[config.mk]
export PLATFORM = sky130hd
export DESIGN_NAME = antialiased_glyph_pixel_expander
export DESIGN_NICKNAME = d
export VERILOG_FILES = /design/src/design/agpe_pkg.sv /design/src/design/agpe_front.sv /design/src/design/agpe_fifo.sv /design/src/design/agpe_back.sv /design/src/design/antialiased_glyph_pixel_expander.sv
export VERILOG_INCLUDE_DIRS = /design/src /design/src/design
export SDC_FILE = /design/constraint.sdc
export NUM_CORES = 1
export LEC_CHECK = 0
export ABC_AREA = 1
export ABC_CLOCK_PERIOD_IN_PS = 5590
export BUFFER_PORTS_ARGS = -buffer_cell sky130_fd_sc_hd__buf_4
export CORE_MARGIN = 10
export CORE_UTILIZATION = 40
export DETAILED_ROUTE_END_ITERATION = 6
export SLEW_MARGIN = 0
export SYNTH_ARGS = -nofsm -noshare
export SYNTH_HDL_FRONTEND = slang
export SYNTH_HIERARCHICAL = 1
export SYNTH_SLANG_ARGS = --single-unit
[constraint.sdc]
create_clock -name clk_i -period 5.59 [get_ports clk_i]
set_input_delay 0.559 -clock clk_i [delete_from_list [all_inputs] [get_ports clk_i]]
set_output_delay 0.559 -clock clk_i [all_outputs]
set_load 0.05 [all_outputs]
[src/design/antialiased_glyph_pixel_expander_assert.svh]
// Assertion macros for the glyph pixel expander.
// Included by the top level; expands to nothing when SYNTHESIS is defined.
`ifndef ANTIALIASED_GLYPH_PIXEL_EXPANDER_ASSERT_SVH
`define ANTIALIASED_GLYPH_PIXEL_EXPANDER_ASSERT_SVH
`ifndef SYNTHESIS
// Check a condition at every clock edge out of reset
`define AGPE_ASSERT(lbl, cond, msg) \
  lbl: assert property (@(posedge clk_i) disable iff (!rst_ni) (cond)) else $error(msg);
// Check that an antecedent implies a consequent in the next cycle
`define AGPE_ASSERT_NEXT(lbl, ante, cons, msg) \
  lbl: assert property (@(posedge clk_i) disable iff (!rst_ni) (ante) |=> (cons)) \
    else $error(msg);
`else
`define AGPE_ASSERT(lbl, cond, msg)
`define AGPE_ASSERT_NEXT(lbl, ante, cons, msg)
`endif
`endif

[src/design/agpe_pkg.sv]
// Shared types and constants for the glyph pixel expander.
// Used by the front end, the queue, the back end and the top level.
package agpe_pkg;

  // Default color table depth
  localparam int unsigned TableEntriesDefault = 16;
  // Depth of the queue between front and back end
  localparam int unsigned QueueDepth = 2;
  // Pixels per byte at most (two bits per pixel)
  localparam int unsigned MaxPixels = 4;

  localparam int unsigned CfgAddrW = 3;
  localparam int unsigned CfgDataW = 16;
  localparam int unsigned InDataW  = 32;
  localparam int unsigned OutDataW = 48;

  typedef enum logic {
    ActGlyph = 1'b0,
    ActLoad  = 1'b1
  } action_e;

  typedef enum logic [CfgAddrW-1:0] {
    RegPixelMode   = 3'd0,
    RegGlyphWidth  = 3'd1,
    RegGlyphHeight = 3'd2,
    RegBytesPerRow = 3'd3,
    RegOriginX     = 3'd4,
    RegOriginY     = 3'd5
  } cfg_reg_e;

  // One classified item waiting for the back end
  typedef struct packed {
    action_e                      kind;
    logic [MaxPixels-1:0]         mask;        // pixel k gives a write
    logic [MaxPixels-1:0][3:0]    pix;         // pixel indices, k = 0 leftmost
    logic [15:0]                  x_base;      // screen column of pixel 0
    logic [15:0]                  y;           // screen row
    logic [3:0]                   load_idx;
    logic [15:0]                  load_color;
  } queue_entry_t;

  typedef struct packed {
    logic empty;
    logic full;
  } queue_status_t;

  typedef struct packed {
    logic                 started;  // head byte partly emitted
    logic [MaxPixels-1:0] rem;      // pixels still to emit
  } back_status_t;

endpackage

[src/design/agpe_front.sv]
// Front end: configuration registers, row/column counters and item classification.
// Depends on agpe_pkg.
module agpe_front (
  input  logic                          clk_i,
  input  logic                          rst_ni,
  input  logic                          cfg_valid_i,
  output logic                          cfg_ready_o,
  input  logic [agpe_pkg::CfgAddrW-1:0] cfg_addr_i,
  input  logic [agpe_pkg::CfgDataW-1:0] cfg_data_i,
  input  logic                          s_axis_tvalid_i,
  output logic                          s_axis_tready_o,
  input  logic [agpe_pkg::InDataW-1:0]  s_axis_tdata_i,
  input  logic [0:0]                    s_axis_tuser_i,
  input  agpe_pkg::queue_status_t       q_status_i,
  output logic                          push_o,
  output agpe_pkg::queue_entry_t        entry_o
);
  import agpe_pkg::*;

  logic        mode_q;
  logic [7:0]  width_q;
  logic [7:0]  height_q;
  logic [7:0]  bpr_q;
  logic [15:0] ox_q;
  logic [15:0] oy_q;
  logic [6:0]  bir_q, bir_d;
  logic [7:0]  row_q, row_d;

  logic [7:0]  data_byte;
  action_e     action;
  logic        accept;
  logic [8:0]  col_base;
  logic [8:0]  col;
  logic [7:0]  next_byte;
  logic [8:0]  next_row;

  assign cfg_ready_o     = 1'b1;
  assign s_axis_tready_o = !q_status_i.full;
  assign accept          = s_axis_tvalid_i && s_axis_tready_o;
  assign push_o          = accept;
  assign data_byte       = s_axis_tdata_i[7:0];
  assign action          = action_e'(s_axis_tuser_i[0]);

  // Take configuration writes
  always_ff @(posedge clk_i or negedge rst_ni) begin
    if (!rst_ni) begin
      mode_q   <= 1'b0;
      width_q  <= 8'd1;
      height_q <= 8'd1;
      bpr_q    <= 8'd1;
      ox_q     <= '0;
      oy_q     <= '0;
    end else if (cfg_valid_i) begin
      case (cfg_reg_e'(cfg_addr_i))
        RegPixelMode:   mode_q   <= cfg_data_i[0];
        RegGlyphWidth:  width_q  <= cfg_data_i[7:0];
        RegGlyphHeight: height_q <= cfg_data_i[7:0];
        RegBytesPerRow: bpr_q    <= cfg_data_i[7:0];
        RegOriginX:     ox_q     <= cfg_data_i;
        RegOriginY:     oy_q     <= cfg_data_i;
        default: ;
      endcase
    end
  end

  // Classify the incoming item into pixel indices and a write mask
  always_comb begin
    entry_o            = '0;
    entry_o.kind       = action;
    entry_o.load_idx   = s_axis_tdata_i[11:8];
    entry_o.load_color = s_axis_tdata_i[27:12];
    col_base           = mode_q ? {1'b0, bir_q, 1'b0} : {bir_q, 2'b00};
    if (mode_q) begin
      entry_o.pix[0] = data_byte[7:4];
      entry_o.pix[1] = data_byte[3:0];
    end else begin
      entry_o.pix[0] = {2'b00, data_byte[7:6]};
      entry_o.pix[1] = {2'b00, data_byte[5:4]};
      entry_o.pix[2] = {2'b00, data_byte[3:2]};
      entry_o.pix[3] = {2'b00, data_byte[1:0]};
    end
    for (int k = 0; k < MaxPixels; k++) begin
      col = col_base + 9'(k);
      entry_o.mask[k] = (entry_o.pix[k] != 4'd0) && (col < {1'b0, width_q});
    end
    entry_o.x_base = ox_q + 16'(col_base);
    entry_o.y      = oy_q + 16'(row_q);
  end

  // Step the byte and row counters after each glyph byte
  always_comb begin
    bir_d     = bir_q;
    row_d     = row_q;
    next_byte = {1'b0, bir_q} + 8'd1;
    next_row  = {1'b0, row_q} + 9'd1;
    if (accept && action == ActGlyph) begin
      if (next_byte >= bpr_q || next_byte[7]) begin
        bir_d = '0;
        row_d = (next_row >= {1'b0, height_q}) ? 8'd0 : next_row[7:0];
      end else begin
        bir_d = next_byte[6:0];
      end
    end
  end

  always_ff @(posedge clk_i or negedge rst_ni) begin
    if (!rst_ni) begin
      bir_q <= '0;
      row_q <= '0;
    end else begin
      bir_q <= bir_d;
      row_q <= row_d;
    end
  end

endmodule

[src/design/agpe_fifo.sv]
// Short queue of classified items between front and back end.
// Depends on agpe_pkg for the entry and status types.
module agpe_fifo #(
  parameter int unsigned Depth = agpe_pkg::QueueDepth
) (
  input  logic                      clk_i,
  input  logic                      rst_ni,
  input  logic                      push_i,
  input  agpe_pkg::queue_entry_t    din_i,
  input  logic                      pop_i,
  output agpe_pkg::queue_entry_t    dout_o,
  output agpe_pkg::queue_status_t   status_o
);
  import agpe_pkg::*;

  localparam int unsigned PtrW = (Depth > 1) ? $clog2(Depth) : 1;
  localparam int unsigned CntW = $clog2(Depth + 1);

  queue_entry_t    mem_q [Depth];
  logic [PtrW-1:0] wr_ptr_q, rd_ptr_q;
  logic [CntW-1:0] cnt_q;

  assign status_o.empty = (cnt_q == '0);
  assign status_o.full  = (cnt_q == CntW'(Depth));
  assign dout_o         = mem_q[rd_ptr_q];

  // Store pushed entries
  always_ff @(posedge clk_i) begin
    if (push_i) begin
      mem_q[wr_ptr_q] <= din_i;
    end
  end

  // Advance pointers and fill count
  always_ff @(posedge clk_i or negedge rst_ni) begin
    if (!rst_ni) begin
      wr_ptr_q <= '0;
      rd_ptr_q <= '0;
      cnt_q    <= '0;
    end else begin
      if (push_i) begin
        wr_ptr_q <= (wr_ptr_q == PtrW'(Depth - 1)) ? '0 : wr_ptr_q + 1'b1;
      end
      if (pop_i) begin
        rd_ptr_q <= (rd_ptr_q == PtrW'(Depth - 1)) ? '0 : rd_ptr_q + 1'b1;
      end
      if (push_i && !pop_i) begin
        cnt_q <= cnt_q + 1'b1;
      end else if (pop_i && !push_i) begin
        cnt_q <= cnt_q - 1'b1;
      end
    end
  end

endmodule

[src/design/agpe_back.sv]
// Back end: color table, per-pixel sequencing and the output register.
// Depends on agpe_pkg; takes items from agpe_fifo.
module agpe_back #(
  parameter int unsigned TableEntries = agpe_pkg::TableEntriesDefault
) (
  input  logic                                 clk_i,
  input  logic                                 rst_ni,
  input  agpe_pkg::queue_entry_t               head_i,
  input  agpe_pkg::queue_status_t              q_status_i,
  output logic                                 pop_o,
  output logic                                 m_axis_tvalid_o,
  input  logic                                 m_axis_tready_i,
  output logic [agpe_pkg::OutDataW-1:0]        m_axis_tdata_o,
  output logic                                 m_axis_tlast_o,
  output agpe_pkg::back_status_t               status_o
);
  import agpe_pkg::*;

  localparam int unsigned AddrW = $clog2(TableEntries);

  logic [15:0]             table_q [TableEntries];
  logic [TableEntries-1:0] tvalid_q;

  logic                 started_q;
  logic [MaxPixels-1:0] rem_q;
  logic                 ovalid_q;
  logic [15:0]          x_q, y_q, color_q;
  logic                 last_q;

  logic [MaxPixels-1:0] work_mask;
  logic [MaxPixels-1:0] sel_bit;
  logic [MaxPixels-1:0] rem_next;
  logic [1:0]           sel;
  logic                 advance;
  logic                 emit;
  logic                 load;
  logic [3:0]           pix;
  logic [AddrW-1:0]     rd_addr;
  logic [AddrW-1:0]     wr_addr;
  logic                 rd_in_range;
  logic                 wr_in_range;

  // Pick the leftmost pending pixel of the head item
  always_comb begin
    work_mask = started_q ? rem_q : head_i.mask;
    advance   = !q_status_i.empty && (!ovalid_q || m_axis_tready_i);
    sel       = 2'd3;
    case (1'b1)
      work_mask[0]: sel = 2'd0;
      work_mask[1]: sel = 2'd1;
      work_mask[2]: sel = 2'd2;
      default:      sel = 2'd3;
    endcase
    sel_bit     = MaxPixels'(1) << sel;
    rem_next    = work_mask & ~sel_bit;
    load        = advance && (head_i.kind == ActLoad);
    emit        = advance && (head_i.kind == ActGlyph) && (work_mask != '0);
    pop_o       = load || (advance && (head_i.kind == ActGlyph) && (rem_next == '0));
    pix         = head_i.pix[sel];
    rd_addr     = pix[AddrW-1:0];
    wr_addr     = head_i.load_idx[AddrW-1:0];
    rd_in_range = {1'b0, pix} < 5'(TableEntries);
    wr_in_range = {1'b0, head_i.load_idx} < 5'(TableEntries);
  end

  // Write color table entries
  always_ff @(posedge clk_i) begin
    if (load && wr_in_range) begin
      table_q[wr_addr] <= head_i.load_color;
    end
  end

  // Mark entries written since reset; unwritten ones read as zero
  always_ff @(posedge clk_i or negedge rst_ni) begin
    if (!rst_ni) begin
      tvalid_q <= '0;
    end else if (load && wr_in_range) begin
      tvalid_q[wr_addr] <= 1'b1;
    end
  end

  // Track progress through the head byte and output valid
  always_ff @(posedge clk_i or negedge rst_ni) begin
    if (!rst_ni) begin
      started_q <= 1'b0;
      rem_q     <= '0;
      ovalid_q  <= 1'b0;
    end else begin
      if (emit) begin
        started_q <= (rem_next != '0);
        rem_q     <= rem_next;
      end
      if (emit) begin
        ovalid_q <= 1'b1;
      end else if (m_axis_tready_i) begin
        ovalid_q <= 1'b0;
      end
    end
  end

  // Load the output register with one pixel write
  always_ff @(posedge clk_i) begin
    if (emit) begin
      x_q     <= head_i.x_base + 16'(sel);
      y_q     <= head_i.y;
      last_q  <= (rem_next == '0);
      color_q <= (rd_in_range && tvalid_q[rd_addr]) ? table_q[rd_addr] : 16'd0;
    end
  end

  assign m_axis_tvalid_o  = ovalid_q;
  assign m_axis_tdata_o   = {color_q, y_q, x_q};
  assign m_axis_tlast_o   = last_q;
  assign status_o.started = started_q;
  assign status_o.rem     = rem_q;

endmodule

[src/design/antialiased_glyph_pixel_expander.sv]
// Glyph pixel expander: turns packed 2- or 4-bit glyph bytes into pixel writes
// colored from a loaded table. The input side takes one item per cycle while the
// two-entry queue has room; the back end keeps a glyph byte at the queue head until
// it has given all of its pixel writes (0 to 4), so the output port sets the sustained
// rate at one pixel write per cycle while ready. Each byte goes through the queue,
// then its writes leave through the output register.
// Configuration takes effect on the next byte; write it only while the block is idle.
`include "antialiased_glyph_pixel_expander_assert.svh"

module antialiased_glyph_pixel_expander #(
  parameter int unsigned TABLE_ENTRIES = agpe_pkg::TableEntriesDefault
) (
  input  logic                          clk_i,
  input  logic                          rst_ni,
  input  logic                          cfg_valid_i,
  output logic                          cfg_ready_o,
  input  logic [agpe_pkg::CfgAddrW-1:0] cfg_addr_i,
  input  logic [agpe_pkg::CfgDataW-1:0] cfg_data_i,
  input  logic                          s_axis_tvalid_i,
  output logic                          s_axis_tready_o,
  // [7:0] data_byte, [11:8] table_index, [27:12] color_value, [31:28] zero
  input  logic [agpe_pkg::InDataW-1:0]  s_axis_tdata_i,
  // [0] action
  input  logic [0:0]                    s_axis_tuser_i,
  output logic                          m_axis_tvalid_o,
  input  logic                          m_axis_tready_i,
  // [15:0] pixel_x, [31:16] pixel_y, [47:32] pixel_color
  output logic [agpe_pkg::OutDataW-1:0] m_axis_tdata_o,
  output logic                          m_axis_tlast_o
);
  import agpe_pkg::*;

  logic          push;
  logic          pop;
  queue_entry_t  entry_in;
  queue_entry_t  entry_head;
  queue_status_t q_status;
  back_status_t  b_status;

  agpe_front u_front (
    .clk_i,
    .rst_ni,
    .cfg_valid_i,
    .cfg_ready_o,
    .cfg_addr_i,
    .cfg_data_i,
    .s_axis_tvalid_i,
    .s_axis_tready_o,
    .s_axis_tdata_i,
    .s_axis_tuser_i,
    .q_status_i (q_status),
    .push_o     (push),
    .entry_o    (entry_in)
  );

  agpe_fifo #(
    .Depth (QueueDepth)
  ) u_fifo (
    .clk_i,
    .rst_ni,
    .push_i   (push),
    .din_i    (entry_in),
    .pop_i    (pop),
    .dout_o   (entry_head),
    .status_o (q_status)
  );

  agpe_back #(
    .TableEntries (TABLE_ENTRIES)
  ) u_back (
    .clk_i,
    .rst_ni,
    .head_i     (entry_head),
    .q_status_i (q_status),
    .pop_o      (pop),
    .m_axis_tvalid_o,
    .m_axis_tready_i,
    .m_axis_tdata_o,
    .m_axis_tlast_o,
    .status_o   (b_status)
  );

  // A partly emitted byte stays at the queue head until its final write
  `AGPE_ASSERT(a_started_has_head, !b_status.started || !q_status.empty, "partial byte without queue head")
  // A partly emitted byte always has pixels left
  `AGPE_ASSERT(a_started_has_rem, !b_status.started || (b_status.rem != '0), "partial byte with no pixels left")
  // An accepted item is queued in the following cycle
  `AGPE_ASSERT_NEXT(a_accept_queued, s_axis_tvalid_i && s_axis_tready_o, !q_status.empty, "accepted item not queued")

endmodule
# Yosys cells after proc, flatten, opt, wreduce, memory -nomap -nowiden
# Memory sizes are Yosys's and may differ from the RTL's. A register that Yosys moved wholly into a read port is not among the register bits.
# Index checks and enable logic that the tools add are counted.
dict set report op_classes {
  n_addsub 12
  magnitude_cmp 10
  n_eq_ne 6
  n_shift 1
  muxes 25
  bitwise 5
  n_reduce_logical 41
}
# op count
set ops {}
lappend ops {{$lt 9x8->1} 4}
lappend ops {{$reduce_bool 4->1} 6}
lappend ops {{$add 9x2->9 const B} 2}
lappend ops {{$add 16x2->16} 1}
lappend ops {{$add 16x8->16} 1}
lappend ops {{$add 16x9->16} 1}
lappend ops {{$mux 8} 2}
lappend ops {{$or 16x16->16} 1}
lappend ops {{$logic_and 1x1->1} 14}
lappend ops {{$reduce_and 2->1} 7}
lappend ops {{$mux 1} 11}
lappend ops {{$lt 4x5->1 const B} 2}
lappend ops {{$add 8x1->9 const B} 1}
lappend ops {{$add 9x1->9 const B} 1}
lappend ops {{$ge 9x8->1} 1}
lappend ops {{$mux 9} 1}
lappend ops {{$add 7x1->8 const B} 1}
lappend ops {{$bmux 4 s2} 1}
lappend ops {{$ge 8x8->1} 1}
lappend ops {{$mux 2} 4}
lappend ops {{$mux 4} 2}
lappend ops {{$mux 7} 1}
lappend ops {{$eq 3x2->1 const B} 2}
lappend ops {{$eq 3x3->1 const B} 2}
lappend ops {{20 further kinds} 30}
dict set report totals {
  regBits 131
  ramBits 398
  in_bits 57
  out_inout_bits 52
  elab_cells 120
  memories 2
}
# memory words width read_ports rd_clocked_by_memory_dff wr line
set mem_list {}
lappend mem_list {u_back.table_q 16 16 1 1 1 agpe_back.sv:21} ;# logic [15:0] table_q [TableEntries];
lappend mem_list {u_fifo.mem_q 2 71 1 0 1 agpe_fifo.sv:19} ;# queue_entry_t mem_q [Depth];

# Depth between registers and ports, before layout
# Gate-level depths: netlist (run 1).
# An unclocked memory read counts as a cell.
dict set report logic_depth {
  ltp_word 14
  mapped_depth 20
  ltp_nobuf 17
}

# Hierarchy
# Netlist (run 1), hierarchy kept.
# module n_inst cells_each area_per_inst_um2 seq_area_each_um2
set by_module_without_submodules {}
lappend by_module_without_submodules {agpe_back 1 1341 14715.4 9709.3}
lappend by_module_without_submodules {agpe_fifo 1 252 5721.7 4484.3}
lappend by_module_without_submodules {agpe_front 1 713 5341.4 1805.5}

# Worst setup path before layout (run 1)
# No wires, ideal clock.
dict set report synth_path {
  path_kind {input-to-reg}
  startpoint {input port s_axis_tvalid_i}
  endpoint {memory u_fifo/mem_q[0][0] (netlist name) (enable)}
  setup_ps 504
  arrival_ps 3917
  setup_slack_ps 1169
  stages 4
  path_buffers 0
  cell_sequence {inv_1 -> nor2_1 -> inv_1 -> nor2_1}
}
dict set report synth_between {
  elab_chain_len 3
}
# item line
set synth_lines {}
lappend synth_lines {{start, declared} antialiased_glyph_pixel_expander.sv:19} ;# input logic s_axis_tvalid_i,
lappend synth_lines {{$logic_and 1x1->1} agpe_front.sv:39} ;# assign accept = s_axis_tvalid_i && s_axis_tready_o;
lappend synth_lines {{named net push} antialiased_glyph_pixel_expander.sv:33} ;# logic push;
lappend synth_lines {{$mux 1} agpe_fifo.sv:29} ;# if (push_i) begin
lappend synth_lines {{$mux 1 (not written as such)} agpe_fifo.sv:30} ;# mem_q[wr_ptr_q] <= din_i;
lappend synth_lines {{end, declared} agpe_fifo.sv:19}
# The timed path passes the listed nets, and every way through them passes these cells.

==> results of run 1 <==
-- cell usage in the layout, fill, tap and decap left out, drive strengths merged, types with 3 or more instances in the layout --
cell type  instances
a21boi             4
a21o               6
a21oi             34
a31oi              4
buf              136
bufinv             5
clkbuf            74
clkinv            24
conb               5
dfrtp             95
dfstp              3
edfxtp           451
ha                54
inv              376
mux2              73
nand2            399
nand3            343
nand3b            70
nand4             10
nor2              81
nor3              10
o21ai            105
o22ai              6
xnor2             19
xor2              34
-- registers in the layout (all words and copies together), names as in the netlist, 2 cells and up --
name              count
u_back/table_q      256
u_fifo/mem_q        146
u_back/color_q       16
u_back/tvalid_q      16
u_back/x_q           16
u_back/y_q           16
u_front/ox_q         16
u_front/oy_q         16
u_front/bpr_q         8
u_front/height_q      8
u_front/row_q         8
u_front/width_q       8
u_front/bir_q         7
u_back/rem_q          4
u_fifo/cnt_q          2
-- metal layers --
| metal | share of wire, % | up-vias | wire [um] |
|---|---|---|---|
| met5 | 0 | - | 0 |
| met4 | 2.4 | 0 | 1390 |
| met3 | 5.2 | 97 | 2980 |
| met2 | 50 | 388 | 28500 |
| met1 | 43 | 7903 | 24600 |
| li1 | - | 7878 | - |
-- stage by stage --
stage               hold slack (ns)  area, sq um  util [%]  std cells
CTS                           0.107        28800      45.5       3281
global route                  0.117        28800      45.5       3281
floorplan                     0.263        25800         -       2308
global placement              0.439        27000      42.6       3175
finish                        0.138        28800      45.5       3281
detailed placement            0.448        27000      42.6       3175
-- worst paths after layout --
| path | slack [ns] | endpoint | depth (start not counted) | from |
|---|---|---|---|---|
| max | 1.39 | u_back/color_q[3] | 12 | u_fifo/rd_ptr_q |
| min | 0.14 | u_fifo/mem_q[1][11] | 1 | s_axis_tdata_i[23] |
| max reg2reg | 1.39 | u_back/color_q[3] | 12 | u_fifo/rd_ptr_q |
| min reg2reg | 0.46 | u_back/tvalid_q[15] | 2 | u_back/tvalid_q[15] |
| max in group asynchronous | 3.84 | u_fifo/rd_ptr_q | 3 | rst_ni |
| min in group asynchronous | 0.49 | u_front/row_q[6] | 2 | rst_ni |
-- area by class of cell --
cell class / count / area [sq um] / share of cell area, %
repair buffers: 137 / 1030 / 3.57
multi-input cells: 1268 / 7520 / 26.1
clock inverters: 31 / 274 / 0.950
flip-flops and latches: 549 / 16000 / 55.5
inverters: 376 / 1410 / 4.90
clock buffers: 74 / 1540 / 5.35
well taps: 846 / 1060 / 3.67
-- power groups by stage --
stage	Clock, mW	Sequential (mW)	Combinational, mW
5_1_grt	3.93	6.22	9.31
6_report	3.69	6.14	8.47
4_1_cts	3.77	6.15	8.51
3_3_place_gp	0	6.20	8.33
3_5_place_dp	0	6.23	8.49
2_1_floorplan	0	6.72	6.02
-- worst max-delay path, delay by kind of cell (launching register included) --
family	cells	cell delay, ns
buffers and inverters	3	1.42
DFF	1	0.70
muxes	1	0.36
and+or+nand+nor	8	1.40
==> flow_metrics.env, run 1 <==
export IMPL_busiest_layer="met2"
export IMPL_grt_use_met2_pct=25.9
export IMPL_avgSynthCellArea_sq_um=11.2
export IMPL_tritoncts="done"
export IMPL_first_global_vias=16220
export IMPL_maxSlewViolCount=0
export IMPL_cts_root_buf="clkbuf_16"
export IMPL_fill_cells=5695
export IMPL_p_clk_share_pct=20.2
export IMPL_cp_data_arrival_time_ns=4.56
export IMPL_gp_congestion=0.821
export IMPL_firstDrtPassIters=7
export IMPL_synthesis_area_sq_um=25800
export IMPL_dp_final_hpwl_um=35700
export IMPL_crit_required_ns=5.95
export IMPL_ir_drop_mv=0.532
export IMPL_drive_above_1_share_pct=14.1
export IMPL_grt_max_degree=82
export IMPL_first_iter_violations=1208
export IMPL_cp_end_kind="register"
export IMPL_path_cells="buf_4 > mux2_4 > nand3b_1 > nand3_4 > buf_4 > nand2_1 > nand3_1 > nand3_1 > nand3_1 > nand2_1 > nand2_1 > inv_1"
export IMPL_grt_usage_pct=15.1
export IMPL_leakage_nw=12.4
export IMPL_grt_use_met1_pct=19.1
export IMPL_cts_clk_slew_worst_paths_ns=0.06
export IMPL_fmax_mhz=238
export IMPL_p_sw_mw=7.78
export IMPL_relSlewSlack_pct=30.7
export IMPL_grt_antenna_before_repair=0
export IMPL_die_height_um=274
export IMPL_critPathMaxStageDelay_ns=0.77
export IMPL_pre_cts_ws_ns=1.33
export IMPL_worstMarginPinSlew_ns=1.04
export IMPL_insertion_delay_ns=0.61
export IMPL_cp_start_kind="register"
export IMPL_finalWirelength_um=57500
export IMPL_io_pins=109
export IMPL_synthCells=2305
export IMPL_core_sq_um=63400
export IMPL_postCtsSetupRepairBufs=0
export IMPL_detail_route_antenna_nets=0
export IMPL_ys_warn_count=6
export IMPL_crit_fanout=59
export IMPL_cell_internal_pwr_mw=10.5
export IMPL_grt_pass1_wl_um=89100
export IMPL_outcome="complete, no violations"
export IMPL_comb_power_share_pct=46.3
export IMPL_path_class="reg -> reg"
export IMPL_nets=2502
export IMPL_cts_buffers=57
export IMPL_hold_viol=0
export IMPL_wire_per_inst_um=17.5
export IMPL_sequentialPowerShare_pct=33.6
export IMPL_rsz0062_at_grt="false"
export IMPL_setup_violations_final=0
export IMPL_grt_use_met3_pct=2.36
export IMPL_antenna_cells=0
export IMPL_area_growth_pct=11.9
export IMPL_power_mw=18.3
export IMPL_cap_violations=0
export IMPL_post_route_period_util_pct=75.1
export IMPL_num_vias=16266
export IMPL_start_util_pct=40.6
export IMPL_fin_worst_skew_ns=0.0238
export IMPL_cts_sinks=549
export IMPL_vias_per_cell=4.96
export IMPL_num_rows=92
export IMPL_gr_total_overflow=0
export IMPL_period_minus_slack_ns=4.20
export IMPL_die_area_sq_um=75000
export IMPL_drc_errors=0
export IMPL_swShare_pct=42.5
export IMPL_fin_ws_ns=1.39
export IMPL_hp_class="in -> reg"
export IMPL_port_buffers=103
export IMPL_die_w_um=274
export IMPL_holdBufCountCts=1
export IMPL_fin_tns_setup_ns=0
export IMPL_cts_max_level=2
export IMPL_cts_resized=0
export IMPL_p_per_area_nw_per_um2=634
export IMPL_clockBufferDepth=3
export IMPL_crit_slowest_cell="buf_4"
Note: power is estimated with default switching activity, not from simulation.
==> run 2, diff against run 1 <==
- ABC_CLOCK_PERIOD_IN_PS: 5590 -> 3800
- clock period: 5.59 -> 3.8 ns (I/O delays scaled with it)
==> run 2 against run 1 <==
Net effect:
- clock power rose by 51%
- flip-flop and latch count stayed put
- wire length up 1.3%
- cell count increased by 1.1%
- clock skew is 0.0018 ns higher
- utilization up 0.80 points
- setup slack got worse by 0.90 ns
- sequential share of layout area down 0.96 points
- sequential power grew 47%
- largest cell class unchanged
- register-to-register slack got worse by 0.90 ns
- via count rose by 1.0%
==> flow_metrics.env, run 2 (same netlist as run 1, synthesis figures left out) <==
export IMPL_cts_max_level=2
export IMPL_insertion_delay_ns=0.61
export IMPL_hp_class="in -> reg"
export IMPL_cp_start_kind="register"
export IMPL_maxSlewViolCount=0
export IMPL_leakage_nw=12.7
export IMPL_gr_total_overflow=0
export IMPL_crit_required_ns=4.26
export IMPL_nets=2537
export IMPL_post_route_period_util_pct=87.1
export IMPL_grt_max_degree=137
export IMPL_reg2reg_from="u_fifo/rd_ptr_q"
export IMPL_tritoncts="done"
export IMPL_ir_drop_mv=0.813
export IMPL_p_per_area_nw_per_um2=936
export IMPL_first_global_vias=16425
export IMPL_vias_per_cell=4.96
export IMPL_firstDrtPassIters=5
export IMPL_layout_commonest_cell="edfxtp_1"
export IMPL_largest_reg_flops=256
export IMPL_dp_final_hpwl_um=36900
export IMPL_cp_num_buf_inv=4
export IMPL_grt_usage_pct=15.4
export IMPL_crit_fanout=36
export IMPL_critPathMaxStageDelay_ns=0.65
export IMPL_cts_sinks=549
export IMPL_worstMarginPinSlew_ns=0.945
export IMPL_fin_worst_skew_ns=0.0256
export IMPL_fin_ws_ns=0.488
export IMPL_largest_register="u_back/table_q"
export IMPL_grt_use_met2_pct=26.1
export IMPL_num_rows=92
export IMPL_relSlewSlack_pct=36.4
export IMPL_io_pins=109
export IMPL_port_buffers=103
export IMPL_grt_pass1_wl_um=92000
export IMPL_area_growth_pct=13.9
export IMPL_cp_end_kind="register"
export IMPL_clockBufferDepth=3
export IMPL_crit_slowest_cell="dfrtp_4"
export IMPL_pre_cts_ws_ns=0.494
export IMPL_grt_use_met3_pct=2.32
export IMPL_first_iter_violations=1242
export IMPL_die_w_um=274
export IMPL_grt_antenna_before_repair=0
export IMPL_die_area_sq_um=75000
export IMPL_layout_common_cells="edfxtp_1 (451), nand2_1 (388), inv_1 (369)"
export IMPL_die_height_um=274
export IMPL_rsz0062_at_grt="false"
export IMPL_fin_tns_setup_ns=0
export IMPL_detail_route_antenna_nets=0
export IMPL_cap_violations=0
export IMPL_drive_above_1_share_pct=14.7
export IMPL_path_class="reg -> reg"
export IMPL_drc_errors=0
export IMPL_crit_start="u_fifo/rd_ptr_q"
export IMPL_fmax_mhz=302
export IMPL_setup_violations_final=0
export IMPL_period_minus_slack_ns=3.31
export IMPL_antenna_cells=0
export IMPL_hold_viol=0
export IMPL_path_cells="mux2_4 > inv_1 > nand2_2 > nand2_4 > nand2_4 > nand2_1 > a21oi_2 > nor2_4 > buf_4 > buf_4 > nand3_1 > nand3_1 > nand3_1 > nand2_1 > nand2_1 > inv_1"
export IMPL_cts_buffers=57
export IMPL_finalWirelength_um=58300
export IMPL_gp_congestion=0.826
export IMPL_start_util_pct=40.6
export IMPL_cp_data_arrival_time_ns=3.77
export IMPL_outcome="complete, no violations"
export IMPL_reg_largest_list="u_back/table_q (256), u_fifo/mem_q (146)"
export IMPL_wire_per_inst_um=17.6
export IMPL_num_vias=16434
export IMPL_critPathTopFamily="buffers and inverters"
export IMPL_grt_use_met1_pct=20.3
export IMPL_core_sq_um=63400
export IMPL_hp_start="cfg_data_i[15]"
export IMPL_cts_root_buf="clkbuf_16"
export IMPL_cts_clk_slew_worst_paths_ns=0.06
export IMPL_busiest_layer="met2"
export IMPL_cts_resized=0
[run 2: cell types whose count changed in the layout (fill, tap and decap cells not counted), sizes merged]
cell,before,now
dlygate4sd3,1,23
clkinvlp,2,3
clkinv,24,17
bufinv,5,4
clkbuf,74,81
buf,136,149
[run 2: cell type report]
type | count | area [sq um]
well taps | 846 | 1060
multi-input cells | 1268 | 7520
flip-flops and latches | 549 | 16000
clock buffers | 81 | 1660
fillers | 5689 | 34100
clock inverters | 24 | 223
inverters | 376 | 1410
repair buffers | 172 | 1470
[run 2: routing by layer]
layer  routed length, um  part of all wire (%)
met1               25600                    44
met2               28500                    49
met3                2970                   5.1
met4                1240                   2.1
met5                   0                     0
[run 2: worst register-to-register path, stage by stage, from the launching register on]
cell     delay, ns
dfrtp_4       0.65
mux2_4        0.34
inv_1         0.06
nand2_2       0.06
nand2_4       0.13
nand2_4       0.10
nand2_1       0.09
a21oi_2       0.05
nor2_4        0.13
buf_4         0.47
buf_4         0.50
nand3_1       0.15
nand3_1       0.10
nand3_1       0.11
nand2_1       0.10
nand2_1       0.08
inv_1         0.09
[run 2: repair_timing]
item | 4_1_cts | 5_1_grt
setup buffers | 0 | 0
endpoints found under the hold margin | 79 | 0
hold buffers | 23 | 0
[run 2: final timing paths]
kind	endpoint	slack, ns	cells past startpoint
worst min register to register	u_back/tvalid_q[5]	0.46	2
worst max register to register	u_back/color_q[3]	0.49	16
worst max-delay path	u_back/color_q[3]	0.49	16
worst min-delay path	u_front/ox_q[15]	0.08	3
min in group asynchronous	u_front/row_q[6]	0.29	2
max in group asynchronous	u_front/row_q[5]	2.62	3
[run 2: stage by stage]
step	total power, mW	area [sq um]	std cells	util (%)	hold slack [ns]
after floorplan	18.7	25800	2308	-	0.0844
after detailed placement	22.0	27200	3188	42.9	0.400
after global placement	21.8	27200	3188	42.9	0.394
after global routing	29.3	29400	3316	46.3	0.0676
after CTS	27.7	29400	3316	46.3	0.0493
final	27.5	29400	3316	46.3	0.0827
[run 2: power breakdown]
group | switching (mW) | total (mW) | leakage, nW | internal, mW
sequential | 0.522 | 9.00 | 5.31 | 8.48
combinational | 8.81 | 12.9 | 6.44 | 4.11
clock | 2.26 | 5.56 | 0.919 | 3.30
total | 11.6 | 27.5 | 12.7 | 15.9
==> run 3, diff against run 2 <==
- ABC_CLOCK_PERIOD_IN_PS: 3800 -> not set
- CORE_UTILIZATION: 40 -> 56
- PLACE_DENSITY: not set -> 0.76
==> run 3 against run 2 <==
Net effect:
- flip-flop and latch count is the same
- design area down 1.9%
- critical endpoint is now u_back/color_q[0]
- first-iteration DRC count rose by 45%
- clock power fell by 9.9%
- count of clock-buffer cells in the layout shrank 3
- utilization increased by 17 points
- cell count is 7.7% lower
- register-to-register slack better by 0.14 ns
==> flow_metrics.env, run 3 (same netlist as run 1, synthesis figures left out) <==
export IMPL_ir_drop_mv=0.863
export IMPL_first_global_vias=16983
export IMPL_detail_route_antenna_nets=0
export IMPL_largest_register="u_back/table_q"
export IMPL_num_rows=78
export IMPL_rsz0062_at_grt="false"
export IMPL_post_route_period_util_pct=83.4
export IMPL_io_pins=109
export IMPL_wire_per_inst_um=18.8
export IMPL_cts_buffers=55
export IMPL_die_height_um=235
export IMPL_drive_above_1_share_pct=14.0
export IMPL_cp_data_arrival_time_ns=3.53
export IMPL_antenna_cells=0
export IMPL_clockBufferDepth=3
export IMPL_fin_worst_skew_ns=0.0146
export IMPL_fin_tns_setup_ns=0
export IMPL_worstHoldPathCells=3
export IMPL_gr_total_overflow=0
export IMPL_num_vias=17017
export IMPL_power_mw=27.0
export IMPL_dp_final_hpwl_um=35800
export IMPL_postCtsSetupRepairBufs=0
export IMPL_drc_errors=0
export IMPL_grt_antenna_before_repair=0
export IMPL_grt_usage_pct=20.9
export IMPL_hold_worst_slack_ns=0.0957
export IMPL_layout_commonest_cell="edfxtp_1"
export IMPL_hp_start="cfg_data_i[8]"
export IMPL_outcome="complete, no violations"
export IMPL_cap_violations=0
export IMPL_maxSlewViolCount=0
export IMPL_nets=2531
export IMPL_cp_end_kind="register"
export IMPL_tritoncts="done"
export IMPL_insertion_delay_ns=0.61
export IMPL_grt_max_degree=137
export IMPL_port_buffers=103
export IMPL_cts_sinks=549
export IMPL_area_growth_pct=11.7
export IMPL_largest_reg_flops=256
export IMPL_cts_max_level=2
export IMPL_cts_root_buf="clkbuf_16"
export IMPL_first_iter_violations=1804
export IMPL_crit_fanout=41
export IMPL_firstDrtPassIters=5
export IMPL_worstMarginPinSlew_ns=1.01
export IMPL_core_sq_um=45500
export IMPL_setup_violations_final=0
export IMPL_fill_cells=3382
export IMPL_period_minus_slack_ns=3.17
export IMPL_finalWirelength_um=57500
export IMPL_grt_pass1_wl_um=90100
export IMPL_hold_viol=0
export IMPL_layout_common_cells="edfxtp_1 (451), nand2_1 (388), inv_1 (369)"
export IMPL_path_class="reg -> reg"
export IMPL_hp_class="in -> reg"
export IMPL_die_w_um=235
export IMPL_fmax_mhz=316
export IMPL_gp_congestion=0.884
export IMPL_start_util_pct=56.7
export IMPL_cp_start_kind="register"
export IMPL_p_per_area_nw_per_um2=937
export IMPL_leakage_nw=12.5
export IMPL_r2r_cells=13
export IMPL_cts_clk_slew_worst_paths_ns=0.06
export IMPL_reg2reg_from="u_fifo/rd_ptr_q"
export IMPL_crit_required_ns=4.16
export IMPL_vias_per_cell=5.56
export IMPL_crit_start="u_fifo/rd_ptr_q"
export IMPL_relSlewSlack_pct=32.5
export IMPL_reg_largest_list="u_back/table_q (256), u_fifo/mem_q (146)"
export IMPL_die_area_sq_um=55000
-- run 3: cell types whose count changed in the layout (fill, tap and decap cells not counted), sizes merged --
| cell | delta |
|---|---|
| buf | -4 |
| bufinv | -3 |
| clkbuf | -3 |
| clkinvlp | -1 |
| inv | +1 |
-- run 3: metal layers --
| metal | up-vias | global-route usage (%) | share of wire (%) |
|---|---|---|---|
| li1 | 7955 | - | - |
| met1 | 8191 | 26.2 | 39 |
| met2 | 736 | 35.7 | 50 |
| met3 | 135 | 3.48 | 8.2 |
| met4 | 0 | 8.05 | 2.9 |
| met5 | - | 0 | 0 |
-- run 3: cell type report --
class	instances	area, sq um	share of cell area, %
clock buffers	78	1510	5.26
clock inverters	21	136	0.474
inverters	376	1410	4.90
multi-input cells	1268	7520	26.1
flip-flops and latches	549	16000	55.6
well taps	600	751	2.61
repair buffers	168	1460	5.06
-- run 3: through the flow --
step / util (%) / cell area [sq um] / std cells / setup WS (ns)
finish: 63.3 / 28800 / 3060 / 0.632
global route: 63.3 / 28800 / 3060 / 0.429
CTS: 63.3 / 28800 / 3060 / 0.627
detailed placement: 59.2 / 26900 / 2938 / 0.676
global placement: 59.2 / 26900 / 2938 / 0.705
floorplan: - / 25800 / 2308 / 0.678
-- run 3: where the power goes --
group          switching, mW  leakage (nW)  internal, mW
registers              0.469          5.31          8.48
clock network           2.18         0.797          2.82
logic                   8.92          6.43          4.10
-- run 3: critical path, cell delays in order (launching register included) --
cell and delay [ns]:
dfrtp_4 0.52, buf_4 0.35, mux2_4 0.34, o21ai_1 0.23, nand2_4 0.10, nand3_4 0.41
buf_12 0.26, nand2_1 0.06, nand3_1 0.08, nand3_1 0.12, nand3_1 0.14, nand2_1 0.13
nand2_1 0.11, inv_1 0.04
-- run 3: timing repair --
item | in CTS | in global routing
hold endpoints to repair | 115 | 0
endpoints found under the setup margin | 0 | 0
hold buffers | 23 | 0
resized for setup | 0 | 0
-- run 3: worst paths after layout --
check | endpoint | slack, ns
worst min register to register | u_back/tvalid_q[3] | 0.46
worst max register to register | u_back/color_q[0] | 0.63
max in group asynchronous | u_front/oy_q[9] | 2.44
min in group asynchronous | u_front/row_q[1] | 0.47
worst max-delay path | u_back/color_q[0] | 0.63
worst min-delay path | u_front/oy_q[8] | 0.1
